===== src/rtl/core/ccds_pkg.sv =====
// ---------------------------------------------------------------------------
// Clearance cost direction select: shared package
// Widths, constants, register indexes and types used across the block.
// ---------------------------------------------------------------------------
package ccds_pkg;

   // Scan geometry
   localparam int CANDIDATES = 19;
   localparam int SPAN       = CANDIDATES - 1;
   localparam int CENTRE     = CANDIDATES / 2;
   localparam int CNT_W      = $clog2(CANDIDATES);

   // Field widths
   localparam int CLEAR_W    = 15;
   localparam int HEAD_W     = 16;
   localparam int WGT_W      = 12;
   localparam int IDX_W      = 5;
   localparam int FRAC_W     = 10;
   localparam int COST_W     = 18;
   localparam int PROD_W     = WGT_W + CLEAR_W;

   // Configuration port
   localparam int CSR_IDX_W  = 3;
   localparam int CSR_DATA_W = 16;

   localparam logic [CSR_IDX_W-1:0] CSR_USER_HEADING     = 3'd0;
   localparam logic [CSR_IDX_W-1:0] CSR_STOP_DISTANCE    = 3'd1;
   localparam logic [CSR_IDX_W-1:0] CSR_SLOW_DISTANCE    = 3'd2;
   localparam logic [CSR_IDX_W-1:0] CSR_BLOCKED_COST     = 3'd3;
   localparam logic [CSR_IDX_W-1:0] CSR_OBSTACLE_WEIGHT  = 3'd4;
   localparam logic [CSR_IDX_W-1:0] CSR_DEVIATION_WEIGHT = 3'd5;

   // Register reset values
   localparam logic signed [HEAD_W-1:0] RST_USER_HEADING = '0;
   localparam logic [CLEAR_W-1:0] RST_STOP_DISTANCE    = 15'd614;
   localparam logic [CLEAR_W-1:0] RST_SLOW_DISTANCE    = 15'd1126;
   localparam logic [CLEAR_W-1:0] RST_BLOCKED_COST     = 15'd10240;
   localparam logic [WGT_W-1:0]   RST_OBSTACLE_WEIGHT  = 12'd1024;
   localparam logic [WGT_W-1:0]   RST_DEVIATION_WEIGHT = 12'd358;

   // Heading limit: 45 degrees in Q3.13 radians
   localparam int DEV_MAX_Q13 = 6434;
   localparam logic signed [HEAD_W-1:0] HEAD_MAX = HEAD_W'(DEV_MAX_Q13);
   localparam logic signed [HEAD_W-1:0] HEAD_MIN = -HEAD_W'(DEV_MAX_Q13);

   localparam logic [CLEAR_W-1:0] FREE_CLEAR = '1;
   localparam logic [COST_W-1:0]  COST_INF   = '1;

   // Deviation arithmetic: signed difference and its normalising divisor
   localparam int DEV_DIV     = DEV_MAX_Q13 * SPAN;
   localparam int DEV_ABS_MAX = 2 * DEV_DIV;
   localparam int DEV_W       = $clog2(DEV_ABS_MAX + 1) + 1;

   // The constant division is a multiply by the rounded-up reciprocal. The
   // shift is wide enough that the floor stays exact over the whole range.
   localparam int     DEV_RECIP_SH  = 34;
   localparam longint DEV_RECIP_VAL =
      ((longint'(1) << (DEV_RECIP_SH + FRAC_W)) + longint'(DEV_DIV) - 1)
      / longint'(DEV_DIV);
   localparam int     RECIP_W       = $clog2(DEV_RECIP_VAL + 1);
   localparam logic [RECIP_W-1:0] DEV_RECIP = RECIP_W'(DEV_RECIP_VAL);
   localparam int     DEV_PROD_W    = (DEV_W - 1) + RECIP_W;

   // Shared divider: quotient bits, divisor and dividend widths
   localparam int QUO_W   = 12;
   localparam int DIV_W   = CLEAR_W;
   localparam int NUM_W   = DIV_W + QUO_W;
   localparam int STEP_W  = $clog2(QUO_W);
   localparam logic [QUO_W-1:0] DEV_LIMIT = QUO_W'(2 ** (FRAC_W + 1));

   // Configuration as seen by the datapath, heading already clamped
   typedef struct packed {
      logic signed [HEAD_W-1:0] heading;
      logic [CLEAR_W-1:0]       stop_dist;
      logic [CLEAR_W-1:0]       slow_dist;
      logic [CLEAR_W-1:0]       block_pen;
      logic [WGT_W-1:0]         obs_weight;
      logic [WGT_W-1:0]         dev_weight;
   } cfg_type;

   // Divider status
   typedef struct packed {
      logic busy;
      logic done;
   } div_stat_type;

   // Sequencer states
   typedef enum logic [2:0] {
      ST_IDLE,
      ST_DEV_SCALE,
      ST_OBS_DIV,
      ST_MUL_DEV,
      ST_MUL_OBS,
      ST_UPDATE
   } state_type;

endpackage


===== src/rtl/core/ccds_req_if.sv =====
// ---------------------------------------------------------------------------
// Clearance cost direction select: request channel
// Valid/ready channel carrying one candidate clearance per request.
// ---------------------------------------------------------------------------
interface ccds_req_if import ccds_pkg::*; ();

   logic               valid;
   logic               ready;
   logic [CLEAR_W-1:0] clearance;

   modport source (output valid, output clearance, input ready);
   modport sink   (input valid, input clearance, output ready);

endinterface


===== src/rtl/core/ccds_rsp_if.sv =====
// ---------------------------------------------------------------------------
// Clearance cost direction select: result channel
// Valid/ready channel carrying the chosen direction of one scan.
// ---------------------------------------------------------------------------
interface ccds_rsp_if import ccds_pkg::*; ();

   logic               valid;
   logic               ready;
   logic [IDX_W-1:0]   best_index;
   logic               no_path;
   logic [CLEAR_W-1:0] front_clearance;

   modport source (output valid, output best_index, output no_path,
                   output front_clearance, input ready);
   modport sink   (input valid, input best_index, input no_path,
                   input front_clearance, output ready);

endinterface


===== src/rtl/core/clearance_cost_direction_select.sv =====
// ---------------------------------------------------------------------------
// Clearance cost direction select: top level
// Costs each steering candidate of a scan and picks the cheapest direction.
// ---------------------------------------------------------------------------
// Usage:
//  req_ch carries one candidate clearance per request, in scan order from
//  the -45 degree candidate to the +45 degree one; 19 requests form a scan.
//  After the last request of a scan one result appears on rsp_ch: the best
//  candidate index, the all-blocked flag and the centre clearance.
//  csr_we/csr_index/csr_wdata write the six configuration registers; write
//  them only while no request is being worked on.
//  A request passes through the acceptance step, the deviation scaling, the
//  two multiply steps and the compare; a clearance on the slow-down ramp
//  also waits in the shared divider for the ramp fraction between the
//  scaling and the multiplies. A new request is accepted only once the
//  previous one has left the compare.
//  The result sits in an output register, so the next scan is accepted while
//  it waits. Only if a further scan completes before the receiver takes the
//  earlier result does the block hold in its last step until rsp_ch.ready.
//  Synchronous reset restores the register defaults and starts a new scan;
//  no result is pending after reset.
// ---------------------------------------------------------------------------
module clearance_cost_direction_select import ccds_pkg::*; (
   input  logic                  clock,
   input  logic                  reset,
   ccds_req_if.sink              req_ch,
   ccds_rsp_if.source            rsp_ch,
   input  logic                  csr_we,
   input  logic [CSR_IDX_W-1:0]  csr_index,
   input  logic [CSR_DATA_W-1:0] csr_wdata
);

   localparam logic [CNT_W-1:0] LAST_CNT   = CNT_W'(CANDIDATES - 1);
   localparam logic [CNT_W-1:0] CENTRE_CNT = CNT_W'(CENTRE);

   cfg_type            cfg;
   div_stat_type       div_stat;
   logic [QUO_W-1:0]   div_quo;
   logic               div_start;
   logic [NUM_W-1:0]   div_numer;
   logic [DIV_W-1:0]   div_divisor;

   state_type          state_ff, state_in;
   logic [CNT_W-1:0]   cnt_ff, cnt_in;
   logic [COST_W-1:0]  min_cost_ff, min_cost_in;
   logic [CNT_W-1:0]   best_idx_ff, best_idx_in;
   logic               passable_ff, passable_in;
   logic [CLEAR_W-1:0] front_ff, front_in;
   logic               rsp_valid_ff, rsp_valid_in;

   logic [CLEAR_W-1:0] clear_ff, clear_in;
   logic [DEV_W-2:0]   dev_abs_ff, dev_abs_in;
   logic [QUO_W-1:0]   dev_ff, dev_in;
   logic [CLEAR_W-1:0] obs_ff, obs_in;
   logic [PROD_W-1:0]  prod_ff, prod_in;
   logic [COST_W-1:0]  cost_ff, cost_in;
   logic [IDX_W-1:0]   rsp_idx_ff, rsp_idx_in;
   logic               rsp_blk_ff, rsp_blk_in;
   logic [CLEAR_W-1:0] rsp_front_ff, rsp_front_in;

   logic signed [DEV_W-1:0] pos_term, hdg_term, dev_diff, dev_mag;
   logic [DEV_W-2:0]        dev_abs;
   logic [DEV_PROD_W-1:0]   dev_prod;
   logic [CLEAR_W-1:0]      ramp_diff;
   logic [WGT_W-1:0]        mul_a;
   logic [CLEAR_W-1:0]      mul_b;
   logic [COST_W-1:0]       cost_sum;
   logic                    better;
   logic                    is_last;
   logic                    rsp_stall;
   logic                    passable_new;
   logic [CNT_W-1:0]        best_idx_new;
   logic [CLEAR_W-1:0]      front_new;

   ccds_csr u_csr (
      .clock     (clock),
      .reset     (reset),
      .csr_we    (csr_we),
      .csr_index (csr_index),
      .csr_wdata (csr_wdata),
      .cfg       (cfg)
   );

   ccds_div u_div (
      .clock    (clock),
      .reset    (reset),
      .start    (div_start),
      .numer    (div_numer),
      .divisor  (div_divisor),
      .stat     (div_stat),
      .quotient (div_quo)
   );

   // Signed angle offset of the current candidate from the heading, scaled so
   // that 45 degrees maps to the deviation divisor.
   always_comb begin
      pos_term  = (DEV_W'({cnt_ff, 1'b0}) - DEV_W'(SPAN)) * DEV_W'(DEV_MAX_Q13);
      hdg_term  = DEV_W'(cfg.heading) * DEV_W'(SPAN);
      dev_diff  = pos_term - hdg_term;
      dev_mag   = dev_diff[DEV_W-1] ? -dev_diff : dev_diff;
      dev_abs   = dev_mag[DEV_W-2:0];
      ramp_diff = cfg.slow_dist - clear_ff;
   end

   // Normalised deviation of the registered offset by reciprocal multiply.
   always_comb begin
      dev_prod = DEV_PROD_W'(dev_abs_ff) * DEV_PROD_W'(DEV_RECIP);
   end

   // Shared multiplier operands follow the step.
   always_comb begin
      mul_a = cfg.obs_weight;
      mul_b = obs_ff;
      if (state_ff == ST_MUL_DEV) begin
         mul_a = cfg.dev_weight;
         mul_b = CLEAR_W'(dev_ff);
      end
   end

   // Running argmin and scan bookkeeping for the current candidate.
   always_comb begin
      cost_sum     = cost_ff + COST_W'(prod_ff >> FRAC_W);
      better       = cost_sum < min_cost_ff;
      is_last      = cnt_ff == LAST_CNT;
      rsp_stall    = rsp_valid_ff && !rsp_ch.ready;
      passable_new = passable_ff || (obs_ff < cfg.block_pen);
      best_idx_new = better ? cnt_ff : best_idx_ff;
      front_new    = (cnt_ff == CENTRE_CNT) ? clear_ff : front_ff;
   end

   // Sequencer: next state, datapath loads and divider requests.
   always_comb begin
      state_in     = state_ff;
      cnt_in       = cnt_ff;
      min_cost_in  = min_cost_ff;
      best_idx_in  = best_idx_ff;
      passable_in  = passable_ff;
      front_in     = front_ff;
      rsp_valid_in = rsp_stall;
      clear_in     = clear_ff;
      dev_abs_in   = dev_abs_ff;
      dev_in       = dev_ff;
      obs_in       = obs_ff;
      prod_in      = prod_ff;
      cost_in      = cost_ff;
      rsp_idx_in   = rsp_idx_ff;
      rsp_blk_in   = rsp_blk_ff;
      rsp_front_in = rsp_front_ff;
      div_start    = 1'b0;
      div_numer    = NUM_W'({ramp_diff, {FRAC_W{1'b0}}});
      div_divisor  = DIV_W'(cfg.slow_dist - cfg.stop_dist);
      unique case (state_ff)
         ST_IDLE: begin
            if (req_ch.valid) begin
               clear_in   = req_ch.clearance;
               dev_abs_in = dev_abs;
               state_in   = ST_DEV_SCALE;
            end
         end
         ST_DEV_SCALE: begin
            dev_in = dev_prod[DEV_RECIP_SH +: QUO_W];
            priority if (clear_ff == FREE_CLEAR || clear_ff >= cfg.slow_dist) begin
               obs_in   = '0;
               state_in = ST_MUL_DEV;
            end else if (clear_ff <= cfg.stop_dist) begin
               obs_in   = cfg.block_pen;
               state_in = ST_MUL_DEV;
            end else begin
               div_start = 1'b1;
               state_in  = ST_OBS_DIV;
            end
         end
         ST_OBS_DIV: begin
            if (div_stat.done) begin
               obs_in   = CLEAR_W'(div_quo);
               state_in = ST_MUL_DEV;
            end
         end
         ST_MUL_DEV: begin
            prod_in  = PROD_W'(mul_a) * PROD_W'(mul_b);
            state_in = ST_MUL_OBS;
         end
         ST_MUL_OBS: begin
            cost_in  = COST_W'(prod_ff >> FRAC_W);
            prod_in  = PROD_W'(mul_a) * PROD_W'(mul_b);
            state_in = ST_UPDATE;
         end
         ST_UPDATE: begin
            if (!(is_last && rsp_stall)) begin
               front_in = front_new;
               state_in = ST_IDLE;
               if (is_last) begin
                  rsp_idx_in   = IDX_W'(best_idx_new);
                  rsp_blk_in   = !passable_new;
                  rsp_front_in = front_new;
                  rsp_valid_in = 1'b1;
                  cnt_in       = '0;
                  min_cost_in  = COST_INF;
                  best_idx_in  = CENTRE_CNT;
                  passable_in  = 1'b0;
               end else begin
                  cnt_in      = cnt_ff + 1'b1;
                  passable_in = passable_new;
                  best_idx_in = best_idx_new;
                  if (better) begin
                     min_cost_in = cost_sum;
                  end
               end
            end
         end
         default: state_in = ST_IDLE;
      endcase
   end

   // Control state.
   always_ff @(posedge clock) begin
      if (reset) begin
         state_ff     <= ST_IDLE;
         cnt_ff       <= '0;
         min_cost_ff  <= COST_INF;
         best_idx_ff  <= CENTRE_CNT;
         passable_ff  <= 1'b0;
         front_ff     <= '0;
         rsp_valid_ff <= 1'b0;
      end else begin
         state_ff     <= state_in;
         cnt_ff       <= cnt_in;
         min_cost_ff  <= min_cost_in;
         best_idx_ff  <= best_idx_in;
         passable_ff  <= passable_in;
         front_ff     <= front_in;
         rsp_valid_ff <= rsp_valid_in;
      end
   end

   // Datapath and result payload.
   always_ff @(posedge clock) begin
      clear_ff     <= clear_in;
      dev_abs_ff   <= dev_abs_in;
      dev_ff       <= dev_in;
      obs_ff       <= obs_in;
      prod_ff      <= prod_in;
      cost_ff      <= cost_in;
      rsp_idx_ff   <= rsp_idx_in;
      rsp_blk_ff   <= rsp_blk_in;
      rsp_front_ff <= rsp_front_in;
   end

   assign req_ch.ready           = state_ff == ST_IDLE;
   assign rsp_ch.valid           = rsp_valid_ff;
   assign rsp_ch.best_index      = rsp_idx_ff;
   assign rsp_ch.no_path         = rsp_blk_ff;
   assign rsp_ch.front_clearance = rsp_front_ff;

   // The divider is only asked for work when it is free.
   assert property (@(posedge clock) disable iff (reset)
      div_start |-> !div_stat.busy)
      else $error("divider started while busy");

   // The normalised deviation never exceeds two in Q.10.
   assert property (@(posedge clock) disable iff (reset)
      (state_ff == ST_DEV_SCALE) |-> (dev_in <= DEV_LIMIT))
      else $error("deviation out of range");

   // The multiply steps are only reached from a finished obstacle decision.
   assert property (@(posedge clock) disable iff (reset)
      (state_ff == ST_MUL_DEV) |-> ($past(state_ff) == ST_DEV_SCALE || $past(div_stat.done)))
      else $error("multiply step entered without an obstacle term");

   // Issuing a result restarts the scan state.
   assert property (@(posedge clock) disable iff (reset)
      (state_ff == ST_UPDATE && is_last && !rsp_stall)
         |=> (cnt_ff == '0 && min_cost_ff == COST_INF && rsp_ch.valid))
      else $error("scan state not restarted after a result");

endmodule


===== src/rtl/core/ccds_csr.sv =====
// ---------------------------------------------------------------------------
// Clearance cost direction select: configuration registers
// Write-only register file; presents the heading clamped to +-45 degrees.
// ---------------------------------------------------------------------------
module ccds_csr import ccds_pkg::*; (
   input  logic                  clock,
   input  logic                  reset,
   input  logic                  csr_we,
   input  logic [CSR_IDX_W-1:0]  csr_index,
   input  logic [CSR_DATA_W-1:0] csr_wdata,
   output cfg_type               cfg
);

   logic signed [HEAD_W-1:0] heading_ff, heading_in;
   logic [CLEAR_W-1:0]       stop_ff, stop_in;
   logic [CLEAR_W-1:0]       slow_ff, slow_in;
   logic [CLEAR_W-1:0]       blocked_ff, blocked_in;
   logic [WGT_W-1:0]         obs_wgt_ff, obs_wgt_in;
   logic [WGT_W-1:0]         dev_wgt_ff, dev_wgt_in;

   // Decode a write; each register keeps only its own width.
   always_comb begin
      heading_in = heading_ff;
      stop_in    = stop_ff;
      slow_in    = slow_ff;
      blocked_in = blocked_ff;
      obs_wgt_in = obs_wgt_ff;
      dev_wgt_in = dev_wgt_ff;
      if (csr_we) begin
         unique case (csr_index)
            CSR_USER_HEADING:     heading_in = signed'(csr_wdata[HEAD_W-1:0]);
            CSR_STOP_DISTANCE:    stop_in    = csr_wdata[CLEAR_W-1:0];
            CSR_SLOW_DISTANCE:    slow_in    = csr_wdata[CLEAR_W-1:0];
            CSR_BLOCKED_COST:     blocked_in = csr_wdata[CLEAR_W-1:0];
            CSR_OBSTACLE_WEIGHT:  obs_wgt_in = csr_wdata[WGT_W-1:0];
            CSR_DEVIATION_WEIGHT: dev_wgt_in = csr_wdata[WGT_W-1:0];
            default: ;
         endcase
      end
   end

   always_ff @(posedge clock) begin
      if (reset) begin
         heading_ff <= RST_USER_HEADING;
         stop_ff    <= RST_STOP_DISTANCE;
         slow_ff    <= RST_SLOW_DISTANCE;
         blocked_ff <= RST_BLOCKED_COST;
         obs_wgt_ff <= RST_OBSTACLE_WEIGHT;
         dev_wgt_ff <= RST_DEVIATION_WEIGHT;
      end else begin
         heading_ff <= heading_in;
         stop_ff    <= stop_in;
         slow_ff    <= slow_in;
         blocked_ff <= blocked_in;
         obs_wgt_ff <= obs_wgt_in;
         dev_wgt_ff <= dev_wgt_in;
      end
   end

   // Clamp the heading to the candidate fan.
   always_comb begin
      cfg.heading      = heading_ff;
      if (heading_ff > HEAD_MAX) begin
         cfg.heading = HEAD_MAX;
      end else if (heading_ff < HEAD_MIN) begin
         cfg.heading = HEAD_MIN;
      end
      cfg.stop_dist    = stop_ff;
      cfg.slow_dist    = slow_ff;
      cfg.block_pen    = blocked_ff;
      cfg.obs_weight   = obs_wgt_ff;
      cfg.dev_weight   = dev_wgt_ff;
   end

endmodule


===== src/rtl/core/ccds_div.sv =====
// ---------------------------------------------------------------------------
// Clearance cost direction select: shared divider
// Restoring shift-subtract divider, one quotient bit per cycle.
// ---------------------------------------------------------------------------
module ccds_div import ccds_pkg::*; (
   input  logic               clock,
   input  logic               reset,
   input  logic               start,
   input  logic [NUM_W-1:0]   numer,
   input  logic [DIV_W-1:0]   divisor,
   output div_stat_type       stat,
   output logic [QUO_W-1:0]   quotient
);

   logic [NUM_W-1:0]  rem_ff, rem_in;
   logic [NUM_W-1:0]  dsh_ff, dsh_in;
   logic [QUO_W-1:0]  quo_ff, quo_in;
   logic [STEP_W-1:0] step_ff, step_in;
   logic              busy_ff, busy_in;
   logic              done_ff, done_in;
   logic              fits;

   // The dividend is known to be below divisor * 2^QUO_W, so the divisor is
   // aligned to the top quotient bit and walked down one place per cycle.
   always_comb begin
      rem_in  = rem_ff;
      dsh_in  = dsh_ff;
      quo_in  = quo_ff;
      step_in = step_ff;
      busy_in = busy_ff;
      done_in = 1'b0;
      fits    = rem_ff >= dsh_ff;
      if (busy_ff) begin
         if (fits) begin
            rem_in = rem_ff - dsh_ff;
         end
         quo_in = {quo_ff[QUO_W-2:0], fits};
         dsh_in = dsh_ff >> 1;
         if (step_ff == '0) begin
            busy_in = 1'b0;
            done_in = 1'b1;
         end else begin
            step_in = step_ff - 1'b1;
         end
      end else if (start) begin
         rem_in  = numer;
         dsh_in  = NUM_W'(divisor) << (QUO_W - 1);
         quo_in  = '0;
         step_in = STEP_W'(QUO_W - 1);
         busy_in = 1'b1;
      end
   end

   always_ff @(posedge clock) begin
      if (reset) begin
         busy_ff <= 1'b0;
         done_ff <= 1'b0;
      end else begin
         busy_ff <= busy_in;
         done_ff <= done_in;
      end
   end

   always_ff @(posedge clock) begin
      rem_ff  <= rem_in;
      dsh_ff  <= dsh_in;
      quo_ff  <= quo_in;
      step_ff <= step_in;
   end

   assign stat.busy = busy_ff;
   assign stat.done = done_ff;
   assign quotient  = quo_ff;

endmodule

===== src/flat_wrapper.sv =====
// flat-port wrapper written by rule: the top's interface ports become plain ports
module clearance_cost_direction_select_flat import ccds_pkg::*;
  (clock, reset, csr_we, csr_index, csr_wdata, req_ch_valid, req_ch_clearance, req_ch_ready, rsp_ch_valid, rsp_ch_best_index, rsp_ch_no_path, rsp_ch_front_clearance, rsp_ch_ready);
  ccds_req_if req_ch_i ();
  ccds_rsp_if rsp_ch_i ();
  input  logic clock;
  input  logic reset;
  input  logic csr_we;
  input  logic [CSR_IDX_W-1:0] csr_index;
  input  logic [CSR_DATA_W-1:0] csr_wdata;
  input wire logic [$bits(req_ch_i.valid)-1:0] req_ch_valid;
  input wire logic [$bits(req_ch_i.clearance)-1:0] req_ch_clearance;
  output wire logic [$bits(req_ch_i.ready)-1:0] req_ch_ready;
  output wire logic [$bits(rsp_ch_i.valid)-1:0] rsp_ch_valid;
  output wire logic [$bits(rsp_ch_i.best_index)-1:0] rsp_ch_best_index;
  output wire logic [$bits(rsp_ch_i.no_path)-1:0] rsp_ch_no_path;
  output wire logic [$bits(rsp_ch_i.front_clearance)-1:0] rsp_ch_front_clearance;
  input wire logic [$bits(rsp_ch_i.ready)-1:0] rsp_ch_ready;
  assign req_ch_i.valid = req_ch_valid;
  assign req_ch_i.clearance = req_ch_clearance;
  assign req_ch_ready = req_ch_i.ready;
  assign rsp_ch_valid = rsp_ch_i.valid;
  assign rsp_ch_best_index = rsp_ch_i.best_index;
  assign rsp_ch_no_path = rsp_ch_i.no_path;
  assign rsp_ch_front_clearance = rsp_ch_i.front_clearance;
  assign rsp_ch_i.ready = rsp_ch_ready;
  clearance_cost_direction_select u_core (.clock(clock), .reset(reset), .req_ch(req_ch_i), .rsp_ch(rsp_ch_i), .csr_we(csr_we), .csr_index(csr_index), .csr_wdata(csr_wdata));
endmodule

===== config.mk =====
export PLATFORM = sky130hd
export DESIGN_NAME = clearance_cost_direction_select_flat
export DESIGN_NICKNAME = d
export VERILOG_FILES = /design/src/rtl/core/ccds_pkg.sv /design/src/rtl/core/ccds_req_if.sv /design/src/rtl/core/ccds_rsp_if.sv /design/src/rtl/core/clearance_cost_direction_select.sv /design/src/rtl/core/ccds_csr.sv /design/src/rtl/core/ccds_div.sv /design/src/flat_wrapper.sv
export SDC_FILE = /design/constraint.sdc
export NUM_CORES = 2
export LEC_CHECK = 0
export BUFFER_PORTS_ARGS = -buffer_cell sky130_fd_sc_hd__buf_2
export CORE_MARGIN = 3
export CORE_UTILIZATION = 65
export DETAILED_ROUTE_END_ITERATION = 10
export PLACE_DENSITY_LB_ADDON = 0.25
export SETUP_SLACK_MARGIN = 0.1
export SLEW_MARGIN = 30
export SYNTH_ARGS = -nofsm -noshare
export SYNTH_HDL_FRONTEND = slang
export SYNTH_HIERARCHICAL = 1
export SYNTH_SLANG_ARGS = --single-unit

===== constraint.sdc =====
create_clock -name clock -period 16 [get_ports clock]
set_clock_uncertainty 0.2 [all_clocks]
set_input_delay 0.8 -clock clock [delete_from_list [all_inputs] [get_ports clock]]
set_output_delay 0.8 -clock clock [all_outputs]
set_load 0.05 [all_outputs]

Yosys cells after proc, flatten, opt, wreduce, memory -nomap -nowiden:

Index checks and enable logic that the tools add are counted.

* register bits: 329
* logic and storage cells: 140
* output and inout port bits: 23
* input port bits: 39

* order comparisons: 7
* multipliers: 4
* bitwise logic cells: 2
* mux-type cells: 42
* reductions and logical operators: 28
* add/subtract/negate cells: 9
* equal/unequal tests: 19

Operator list (count)
* two-way mux 27 bit: 3
* two-way mux 15 bit: 5
* two-way mux 18 bit: 3
* multiplier 18 x 26 -> 44 bit, second input constant: 1
* two-way mux 12 bit: 3
* two-way mux 16 bit: 2
* case mux 15 bit (2 select lines): 1
* subtractor 15 bit: 2
* greater-or-equal comparator 27 x 26 -> 1 bit: 1
* multiplier 12 x 15 -> 27 bit: 1
* subtractor 27 x 26 -> 27 bit: 1
* two-way mux 26 bit: 1
* two-way mux 25 bit: 1
* AND reduction 2 bit: 10
* multiplier 19 x 12 -> 18 bit, second input constant: 1
* subtractor 19 bit: 1
* adder 17 x 17 -> 18 bit: 1
* less-than comparator 18 bit: 1
* multiplier 16 x 5 -> 18 bit, second input constant: 1
* negation 18 bit: 1
* case mux 3 bit (6 select lines): 1
* greater-than comparator 16 x 14 -> 1 bit, second input constant: 1
* less-than comparator 16 x 14 -> 1 bit, second input constant: 1
* == test 15 bit, second input constant: 1
* other kinds (27): 66

Logic depth before layout (Yosys ltp):

* word-level depth: 7
* mapped depth: 32
* depth with buffers taken out: 30

By module:

Netlist, hierarchy kept.

By module, submodules not included
* clearance_cost_direction_select: times used 1, cells an instance 2624, seq. area each 4384.2 um^2, area an instance 24707.4 um^2
* ccds_div: times used 1, cells an instance 413, seq. area each 2112.0 um^2, area an instance 4476.8 um^2
* ccds_csr: times used 1, cells an instance 425, seq. area each 1701.6 um^2, area an instance 3285.7 um^2

Least setup slack after synthesis:

Ideal clock, no wire load.

* path kind: reg-to-reg
* start: register u_core.state_ff[2]
* end: register u_core.prod_ff[26] (data pin)
* slack: 8.989 ns
* setup time: 0.273 ns
* path buffers: 2
* clock period less this slack: 7.011 ns
* required time: 15.527 ns
* cell stages (with the launch flop): 26
* arrival time: 6.539 ns
* cell sequence: dfxtp_1 -> nand3b_1 -> buf_1 -> clkbuf_1 -> mux2i_1 -> nor2_1 -> fa_1 -> inv_1 -> fa_1 -> fa_1 -> inv_1 -> fa_1 -> inv_1 -> fa_1 -> inv_1 -> ha_1 -> a21o_1 -> a21o_1 -> a21oi_1 -> o21ai_1 -> a31o_2 -> o41a_1 -> a22oi_1 -> nor3_1 -> a2111oi_0 -> xnor2_1

* longest elaborated chain between the ends: 3
* elaborated cells between the ends (all ways): 4
* classes of those cells: mul (1); eq/ne (1); mux (2)

RTL lines
* start, declared: line clearance_cost_direction_select.sv:43 `state_type state_ff, state_in;`
* start signal, assigned: line clearance_cost_direction_select.sv:226 `state_ff <= state_in;`
* == test 3 x 2 -> 1 bit *: line clearance_cost_direction_select.sv:114, clearance_cost_direction_select.sv:152
* two-way mux 12 bit / two-way mux 15 bit (equally long branches): line clearance_cost_direction_select.sv:114 `if (state_ff == ST_MUL_DEV) begin`
* multiplier 12 x 15 -> 27 bit *: line clearance_cost_direction_select.sv:180, clearance_cost_direction_select.sv:185
* end signal, assigned: line clearance_cost_direction_select.sv:242 `prod_ff <= prod_in;`
* end, declared: line clearance_cost_direction_select.sv:55 `logic [PROD_W-1:0] prod_ff, prod_in;`

Mark *: on every way between the ends. The rest lies on a longest branch, timed or not.
A chain may end at the register's enable or synchronous reset.

Worst setup path after layout:

Same ends and word-level chain as after synthesis.

==> implementation parameters <==
Parameter                              Value

STA
  Period Utilization, post-route    0.507
  Max transition margin    0.392
  Actual transition at the worst max-transition pin    0.911 ns
  Final Critical Period    8.11 ns
  Unrepaired setup endpoints after global routing    no
  Setup violations, final    0
  Final sum of negative setup slack    0 ns
  Highest clock rate    123 MHz
  Final hold viol count    0
  Max-slew violations    0
  Setup slack of the critical path after layout    7.89 ns

Critical path
  Critical path startpoint category    register
  Start-to-end type of the worst setup path    reg2reg
  Reg-to-reg critical path endpoint    u_core/prod_ff[26]
  Startpoint of the lowest-slack register-to-register path    u_core/state_ff[2]
  Worst path required time    16.06 ns
  Crit path arrival time    8.17 ns
  Register-to-Register Path Depth    24
  Worst-path fanout max    66
  Slack of the worst reg-to-reg path    7.89 ns
  CP endpoint kind    register

Floorplanning
  Ports    62
  Die Outline Area    52700 sq um
  Placement row count    81
  Standard cell core area    about 50000 sq um
  Starting density of the core    0.660
  Die height    approximately 230 um
  Die width    229 um

CTS
  CTS clk-pin slew, worst paths    0.06 ns
  Clock Tree Buf Depth    3
  TritonCTS Buffers    34
  Worst skew pair latency    0.53 ns
  Buffer count from post-CTS setup fixing    0
  Number of sinks handled by clock tree synthesis    between 300 and 400
  CTS HTree Levels    2
  Clock root buffer master    sky130_fd_sc_hd__clkbuf_16
  Clock tree from TritonCTS    built
  Count of instances resized after the clock tree is built    0
  Hold buffer count at CTS    0

Routing
  Iter 0 DRT Violations    ~1900
  Avg WL per Cell    ~19 um
  Number of iterations in the first detailed-routing pass    7
  Met1 Wirelength    33800 um
  Detailed route wirelength on metal2    39600 um
  Met3 wirelength from detailed routing    3960 um
  Count of antenna-violating nets left after detailed routing    0
  Overall routed net length    ~80000 um
  Via-per-instance ratio    5.85
  Residual DRC count    0
  Highest routing layer actually used    met5
  Via total after detailed routing    24462

Cells and area
  Number of nets in the layout    4255
  Layout area overhead    6.59%
  Summed area of non-filler cells in the final layout    34600 sq um
  Share of layout cells above drive strength 1    0.0739

Min path
  Hold Crit Start    req_ch_clearance[1]
  Min-Delay Endpoint    u_core/clear_ff[1]
  Hold Path Stages    1
  HP Class    in2reg

Synthesis
  Total of warnings raised by yosys    6
  Mapped cell area    approximately 32000 sq um
  Number of cells produced by synthesis    ~3500
  Post-Synthesis Mean Instance Area    9.38 sq um

Global route
  GR Util All Layers    0.306
  Total grt overflow    0
  Wire length of the first global-routing pass    130000 um
  Largest net degree at the start of global routing    67
  Number of antenna violations at the first check in global routing    6
  Number of global-route vias before repair    25351

Job
  Max capacitance violation total    0

Place
  Place WS    8.06 ns
  Total placed instance area    33400 sq um
  Post-detailed-placement half-perimeter wirelength    between 60000 and 70000 um
  IO buf count    approximately 60
  RD Place Congestion    0.942

Run status
  Result of the run    finished clean
## area by class of cell
class,instances,area [sq um]
Inverter,610,2290
Antenna cell,3,7.51
Fill cell,3787,14600
Clock buffer,46,970
Timing Repair Buffer,76,424
Clock inverter,16,191
Tap cell,664,831
Sequential cell,318,8200
Multi-Input combinational cell,2452,21700
## registers in the layout (all words and copies together) (netlist names), 15 cells and up
signal,cells
u_core/u_div/rem_ff,27
u_core/u_div/dsh_ff,26
u_core/min_cost_ff,18
u_core/cost_ff,17
u_core/dev_abs_ff,17
u_core/prod_ff,17
u_core/u_csr/heading_ff,16
u_core/clear_ff,15
u_core/front_ff,15
u_core/obs_ff,15
u_core/rsp_ch.front_clearance,15
u_core/u_csr/blocked_ff,15
u_core/u_csr/slow_ff,15
u_core/u_csr/stop_ff,15
## per-layer routing
metal,vias up,global-route usage
li1,11532,-
met1,12010,0.403
met2,771,0.540
met3,147,0.0270
met4,2,0.0904
met5,-,0
## critical path, stage by stage (launching register included)
cell and delay (ns):
sky130_fd_sc_hd__dfxtp_1 0.52, sky130_fd_sc_hd__nand3b_1 0.16, sky130_fd_sc_hd__buf_4 0.62, sky130_fd_sc_hd__mux2i_1 0.69
sky130_fd_sc_hd__nor2_1 0.16, sky130_fd_sc_hd__fa_1 0.45, sky130_fd_sc_hd__inv_1 0.08, sky130_fd_sc_hd__fa_1 0.43
sky130_fd_sc_hd__fa_1 0.54, sky130_fd_sc_hd__inv_1 0.05, sky130_fd_sc_hd__fa_1 0.48, sky130_fd_sc_hd__inv_1 0.05
sky130_fd_sc_hd__fa_1 0.47, sky130_fd_sc_hd__inv_1 0.04, sky130_fd_sc_hd__ha_1 0.31, sky130_fd_sc_hd__a21o_1 0.17
sky130_fd_sc_hd__a21o_1 0.16, sky130_fd_sc_hd__a21oi_1 0.13, sky130_fd_sc_hd__o21ai_1 0.14, sky130_fd_sc_hd__a31o_2 0.34
sky130_fd_sc_hd__o41a_1 0.37, sky130_fd_sc_hd__a22oi_1 0.37, sky130_fd_sc_hd__nor3_1 0.11, sky130_fd_sc_hd__a2111oi_0 0.56
sky130_fd_sc_hd__xnor2_1 0.16
## worst max path at each step
| stage | startpoint | to | slack [ns] | cells after the start |
|---|---|---|---|---|
| finish | u_core/state_ff[2] | u_core/prod_ff[26] | 7.89 | 24 |
| global route | u_core/state_ff[2] | u_core/prod_ff[26] | 7.48 | 24 |
| CTS | u_core/state_ff[2] | u_core/prod_ff[26] | 8.02 | 24 |
| detailed placement | u_core/state_ff[2] | u_core/prod_ff[26] | 8.06 | 24 |
| global placement | u_core/state_ff[2] | u_core/prod_ff[26] | 8.30 | 24 |
| floorplan | u_core/state_ff[2] | u_core/prod_ff[26] | 8.99 | 25 |
## per-stage QoR
| stage | utilization | cells | hold WS (ns) |
|---|---|---|---|
| detailed placement | 0.680 | 4120 | 0.246 |
| finish | 0.704 | 4185 | 0.248 |
| global route | 0.704 | 4182 | 0.229 |
| global placement | 0.679 | 4118 | 0.243 |
| floorplan | - | 3472 | 0.233 |
| CTS | 0.703 | 4182 | 0.225 |
## cells in the final DEF (no fill, tap or decap), drive strengths merged, types with 59 or more instances in the layout
| cell type | n |
|---|---|
| xnor2 | 103 |
| inv | 613 |
| o21ai | 96 |
| a21oi | 196 |
| ha | 422 |
| dfxtp | 135 |
| fa | 302 |
| nor3 | 59 |
| buf | 76 |
| nand2 | 383 |
| a21o | 62 |
| edfxtp | 183 |
| nor2 | 211 |
| xor2 | 59 |
| mux2 | 75 |
Power is not shown: default switching activity piles up to over one toggle a cycle in this logic, so the estimate is an artifact.
